## config.mk

```make
export PLATFORM = sky130hd
export DESIGN_NAME = eim_ctrl
export DESIGN_NICKNAME = d
export VERILOG_FILES = /design/src/rtl/core/eim_pkg.sv /design/src/rtl/core/eim_ctrl.sv
export SDC_FILE = /design/constraint.sdc
export NUM_CORES = 1
export LEC_CHECK = 0
export BUFFER_PORTS_ARGS = -buffer_cell sky130_fd_sc_hd__buf_2
export CAP_MARGIN = 20
export CORE_AREA = 5 5 42 44
export CTS_CLUSTER_DIAMETER = 80
export DETAILED_ROUTE_END_ITERATION = 10
export DIE_AREA = 0 0 47 49
export PLACE_DENSITY = 0.63
export REMOVE_ABC_BUFFERS = 1
export SYNTH_ARGS = -nofsm -noshare
export SYNTH_HDL_FRONTEND = slang
export SYNTH_SLANG_ARGS = --single-unit
export TNS_END_PERCENT = 1
```

## constraint.sdc

```tcl
create_clock -name i_clk -period 3.7 [get_ports i_clk]
set_input_delay 0.925 -clock i_clk [delete_from_list [all_inputs] [get_ports i_clk]]
set_output_delay 0.925 -clock i_clk [all_outputs]
set_load 0.01 [all_outputs]
```

## src/rtl/core/eim_pkg.sv

```systemverilog
// ----------------------------------------------------------------------------
// eim_pkg
// Shared types and constants of the extent interval map.
// ----------------------------------------------------------------------------
package eim_pkg;

    localparam int MAX_EXTENTS_DEF = 32;
    localparam int RESULT_CAP      = 32;
    localparam int CAP_W           = $clog2(RESULT_CAP + 1);

    localparam logic [1:0] FN_INSERT = 2'd0;
    localparam logic [1:0] FN_QUERY  = 2'd1;
    localparam logic [1:0] FN_CLEAR  = 2'd2;

    typedef struct packed {
        logic [31:0] location;
        logic [31:0] offset;
        logic [31:0] length;
        logic [31:0] start;
    } t_entry;

    typedef struct packed {
        logic [31:0] location;
        logic [31:0] offset;
        logic [31:0] length;
    } t_piece;

    typedef enum logic [3:0] {
        ST_IDLE,
        ST_P1_WAIT,
        ST_P1_EVAL,
        ST_HOLE,
        ST_NEW,
        ST_P2_WAIT,
        ST_P2_EVAL,
        ST_Q_WAIT,
        ST_Q_EVAL,
        ST_Q_END,
        ST_RESP
    } t_state;

    typedef struct packed {
        logic load;
        logic idx_inc;
        logic idx_clr;
        logic clear;
        logic p1_push;
        logic hole_push;
        logic new_push;
        logic p2_push;
        logic commit;
        logic q_eval;
        logic q_final;
        logic ack;
    } t_cmd;

    typedef struct packed {
        logic       scan_done;
        logic       cap_hit;
        logic       q_hit;
        logic       pend_v;
        logic       out_free;
        logic [1:0] in_func;
        logic       in_len_zero;
    } t_sts;

endpackage

```

## src/rtl/core/eim_ctrl.sv

```systemverilog
// ----------------------------------------------------------------------------
// eim_ctrl
// Sequencer for insert scans, query scans and responses.
// ----------------------------------------------------------------------------
module eim_ctrl (
    input  logic          i_clk,
    input  logic          i_rst_n,
    input  logic          i_valid,
    input  eim_pkg::t_sts i_sts,
    output eim_pkg::t_cmd o_cmd,
    output logic          o_stall
);

    eim_pkg::t_state r_state;
    eim_pkg::t_state n_state;
    logic            w_q_emit_ok;

    assign w_q_emit_ok = !(i_sts.q_hit && i_sts.pend_v) || i_sts.out_free;

    always_ff @(posedge i_clk) begin
        if (!i_rst_n) begin
            r_state <= eim_pkg::ST_IDLE;
        end else begin
            r_state <= n_state;
        end
    end

    always_comb begin
        n_state = r_state;
        unique case (r_state)
            eim_pkg::ST_IDLE: begin
                if (i_valid) begin
                    if (i_sts.in_func == eim_pkg::FN_QUERY) begin
                        n_state = eim_pkg::ST_Q_WAIT;
                    end else if (i_sts.in_func == eim_pkg::FN_INSERT && !i_sts.in_len_zero) begin
                        n_state = eim_pkg::ST_P1_WAIT;
                    end else begin
                        n_state = eim_pkg::ST_RESP;
                    end
                end
            end
            eim_pkg::ST_P1_WAIT: n_state = i_sts.scan_done ? eim_pkg::ST_HOLE
                                                           : eim_pkg::ST_P1_EVAL;
            eim_pkg::ST_P1_EVAL: n_state = eim_pkg::ST_P1_WAIT;
            eim_pkg::ST_HOLE:    n_state = eim_pkg::ST_NEW;
            eim_pkg::ST_NEW:     n_state = eim_pkg::ST_P2_WAIT;
            eim_pkg::ST_P2_WAIT: n_state = i_sts.scan_done ? eim_pkg::ST_RESP
                                                           : eim_pkg::ST_P2_EVAL;
            eim_pkg::ST_P2_EVAL: n_state = eim_pkg::ST_P2_WAIT;
            eim_pkg::ST_Q_WAIT:  n_state = (i_sts.scan_done || i_sts.cap_hit) ?
                                           eim_pkg::ST_Q_END : eim_pkg::ST_Q_EVAL;
            eim_pkg::ST_Q_EVAL: begin
                if (w_q_emit_ok) begin
                    n_state = eim_pkg::ST_Q_WAIT;
                end
            end
            eim_pkg::ST_Q_END, eim_pkg::ST_RESP: begin
                if (i_sts.out_free) begin
                    n_state = eim_pkg::ST_IDLE;
                end
            end
            default: n_state = eim_pkg::ST_IDLE;
        endcase
    end

    always_comb begin
        o_cmd = '0;
        unique case (r_state)
            eim_pkg::ST_IDLE: begin
                o_cmd.load  = i_valid;
                o_cmd.clear = i_valid && (i_sts.in_func == eim_pkg::FN_CLEAR);
            end
            eim_pkg::ST_P1_EVAL: begin
                o_cmd.p1_push = 1'b1;
                o_cmd.idx_inc = 1'b1;
            end
            eim_pkg::ST_HOLE: o_cmd.hole_push = 1'b1;
            eim_pkg::ST_NEW: begin
                o_cmd.new_push = 1'b1;
                o_cmd.idx_clr  = 1'b1;
            end
            eim_pkg::ST_P2_WAIT: o_cmd.commit = i_sts.scan_done;
            eim_pkg::ST_P2_EVAL: begin
                o_cmd.p2_push = 1'b1;
                o_cmd.idx_inc = 1'b1;
            end
            eim_pkg::ST_Q_EVAL: begin
                o_cmd.q_eval  = w_q_emit_ok;
                o_cmd.idx_inc = w_q_emit_ok;
            end
            eim_pkg::ST_Q_END: o_cmd.q_final = i_sts.out_free;
            eim_pkg::ST_RESP:  o_cmd.ack     = i_sts.out_free;
            default:           o_cmd = '0;
        endcase
    end

    assign o_stall = r_state != eim_pkg::ST_IDLE;

    a_load_idle: assert property (@(posedge i_clk) disable iff (!i_rst_n)
        o_cmd.load |=> (r_state != eim_pkg::ST_IDLE)) else $error("accepted item dropped");
    a_one_push: assert property (@(posedge i_clk) disable iff (!i_rst_n)
        $onehot0({o_cmd.p1_push, o_cmd.hole_push, o_cmd.new_push, o_cmd.p2_push}))
        else $error("conflicting table writes");
    a_hole_new: assert property (@(posedge i_clk) disable iff (!i_rst_n)
        o_cmd.hole_push |=> o_cmd.new_push) else $error("new extent not written after gap");

endmodule

```

After elaboration in Yosys (flattened, before gate mapping)
Index checks and enable logic that the tools add are counted.
- bits of input ports: 11
- register bits: 4
- output and inout bits: 13
- word-level logic and storage cells: 50
- reductions and logical operators: 14
- mux-type cells: 20
- eq/ne operators: 15
- operators with widths (cell ; number):
    $pmux W4 S9 ; 1
    $mux W4 ; 6
    $eq A4 B3 Y1 const B ; 4
    $eq A4 B4 Y1 const B ; 3
    $mux W1 ; 12
    $eq A4 B2 Y1 const B ; 2
    $ne A2 B2 Y1 const B ; 3
    $reduce_or A2 Y1 ; 3
    $eq A4 B1 Y1 const B ; 1
    $logic_not A4 Y1 ; 1
    $reduce_bool A4 Y1 ; 1
    $logic_and A1 B1 Y1 ; 3
    $reduce_and A3 Y1 ; 1
    $eq A2 B1 Y1 const B ; 1
    $eq A2 B2 Y1 const B ; 1
    $logic_not A1 Y1 ; 2
    $logic_not A2 Y1 ; 1
    $logic_or A1 B1 Y1 ; 2
    $pmux W1 S2 ; 1

Longest topological paths before layout
- depth in word-level cells: 6
- mapped depth: 6

Worst setup path before layout
OpenSTA, ideal clock, no wires.
- path type: in2out
- from: input port i_sts[5] in the netlist's numbering
- to: output port o_cmd[10] in the netlist's numbering
- path slack: 1.418 ns
- data arrival time: 1.357 ns
- buffers on the path: 0
- stages: 3
- required time: 2.775 ns
- cells stage by stage: nand2_1 > o21a_1 > o21bai_1
- RTL lines (item ; line ; RTL):
    start: declaration ; eim_ctrl.sv:9 ; input eim_pkg::t_sts i_sts,
    end: declaration ; eim_ctrl.sv:10 ; output eim_pkg::t_cmd o_cmd,

==> results.tsv <==
metric	value	unit
Synth Register Bits	4	
Warnings, synthesis	0	
final core utilization	42.1	%
CTS tree	done	
RSZ-0062 raised after global routing	no	
Largest stage delay, worst path	0.68	ns
Worst Path Required	2.77	ns
result of the run	complete, no violations	
Final period util	72.0	%
GRT Total Usage	10.9	%
# Post-CTS Setup Buffers	0	
Fmax achieved	375	MHz
Setup Skew	0.000411	ns
WS Path Type	reg -> out	
Main synth FF type	dfxtp_1	
hold slack final	0.674	ns
flip-flop count of the largest register after layout	4	
initial antenna violation count	0	
Resized cells post-CTS	0	
Cell Area, Synth	470	um2
Peak supply drop	0.000366	V
crit path DAT	1.74	ns
Port-buffer cells	23	
cell family with most CP delay	flip-flops	
Area Overhead vs Synth	25.3	%
routed via count	568	
Clock Sinks	4	
Final #Nets	103	
Routed Antenna Nets	0	
R2R Setup Slk	2.05	ns
hold_buf cts	0	
PD cells	773	nW/um2
worst-margin pin slew	0.577	ns
Site Rows	14	
register area	80.1	um2
dpl hpwl	931	um
pin count of the biggest net entering global routing	19	
layout cells sized above 1	31.1	%
DIE AREA	2300	um2
Routed WL per cell	11.4	um
CTS buffer count	3	
Worst Path Buf+Inv	1	
Non-Filler Instances	106	
Starting Density	33.6	%
number of synthesized flops with an enable pin	0	
first-pass GRT wire length	1.93	mm
Fillers	175	
asr flop ratio synth	0	%
number of global-route vias before repair	450	
gpl congestion	0.760	
core area	1400	um2
Largest regs	r_state: 4 flops	
Worst Hold Class	reg -> reg	
WL final	1.21	mm
Setup Viol. Count Final	0	
Pre-antenna DRT Iters	4	
Die Wd	47	um
Syn Inst Count	70	
num ports	24	
min cycle time layout	2.66	ns
H-tree levels	1	
post-synthesis sequential area ratio	17.0	%
Slowest cell on crit path	dfxtp_1	
library cells used by synthesis	28	
Final Slew Violations	0	
Mapped Avg Cell Area	6.72	um2
initial drt markers	6	
GRT overflow	0	
critical-path maximum fanout	18	
Setup crit end kind	primary output	
area of the multi-input gates	344	um2
Die Height	49	um
DRC errors left	0	
CP startpoint kind	flip-flop	
Leak	0.292	nW
ANT cells	0	
CTS clk-pin slew, worst paths	0.04	ns
crit-path cells	nand2b_1 -> nor3_1 -> o21a_1 -> o21bai_1 -> buf_2	
Bufs on Longest Clock Path	2	
Hold Vio Cnt, Final	0	
most flop-heavy register	r_state	
max-cap violation count	0	
Root Driver	clkbuf_4	
Slew headroom	61.5	%
DP Cell Count	103	
Clock Latency Late Sink	0.24	ns
vias per inst	5.36	
Post-Route Setup TNS	0	ns
[kinds of logic (layout without fill, tap and decap cells)]
family	Yosys count	count (layout)	share of synthesized area, %
AO/OA/AOI/OAI	20	20	30.3
flip-flops	4	4	17.0
multiplexers	1	1	2.13
AND/OR/NAND/NOR	37	37	40.7
buffers and inverters	8	28	9.84
[final timing paths]
| kind | from | end | cells past startpoint |
|---|---|---|---|
| worst max register to register | r_state[3]$_SDFFE_PN0P_ | r_state[0]$_SDFFE_PN0P_ | 4 |
| worst min-delay path | r_state[1]$_SDFFE_PN0P_ | r_state[1]$_SDFFE_PN0P_ | 2 |
| worst min register to register | r_state[1]$_SDFFE_PN0P_ | r_state[1]$_SDFFE_PN0P_ | 2 |
| worst max-delay path | r_state[3]$_SDFFE_PN0P_ | o_cmd[10] | 5 |
[cell usage after synthesis, drive strengths merged (2+ instances only)]
cell type,instances,area [um2]
nor3,9,50.1
nor2,8,30.0
buf,6,38.8
nand2,6,22.5
o21ai,6,30.0
a21oi,5,25.0
dfxtp,4,80.1
nand2b,4,25.0
nor2b,4,25.0
and3,2,12.5
inv,2,7.51
o21a,2,15.0
[metrics by stage]
| stage | power [mW] | setup WS (ns) | cell area, um2 |
|---|---|---|---|
| floorplan | 0.312 | 1.42 | 432 |
| global placement | 0.401 | 1.24 | 567 |
| detailed placement | 0.404 | 1.23 | 567 |
| CTS | 0.461 | 1.03 | 589 |
| global route | 0.502 | 0.835 | 589 |
| finish | 0.456 | 1.04 | 589 |
[tightest hold or removal path: cells and delay by family (launching register included)]
| family | cells | cell delay, ns |
|---|---|---|
| flip-flops | 1 | 0.45 |
| AO/OA/AOI/OAI | 1 | 0.06 |
| AND/OR/NAND/NOR | 1 | 0.12 |
[power breakdown]
part           total (mW)  switching (mW)  internal (mW)
combinational       0.263           0.131          0.132
sequential          0.137          0.0741         0.0628
clock              0.0553          0.0190         0.0364
total               0.456           0.224          0.231
[routing by layer]
layer  track usage [%]  routed length (um)  vias to the layer above
met2              16.1                 597                       16
met5                 0                   0                        -
met4              5.53                  17                        0
met3              1.48                  91                        2
met1              14.8                 505                      258
li1                  -                   -                      292
[layout make-up]
type / count / share of cell area, %
inverter: 2 / 1.27
tap: 16 / 3.40
timing repair buffer: 23 / 19.5
multi-input combinational: 58 / 58.4
sequential: 4 / 13.6
clock buffer: 3 / 3.82
[cell usage in the layout (no fill, tap or decap), types with 2 or more instances in the layout]
cell type	count
clkbuf_4	3
o21ai_1	4
nor3_1	8
o21ai_0	2
a21oi_1	5
and3_1	2
inv_1	2
nor2_1	8
o21a_1	2
dfxtp_1	4
nor2b_1	4
nand2b_1	4
nand2_1	6
buf_2	23
(Power assumes the default switching activity.)
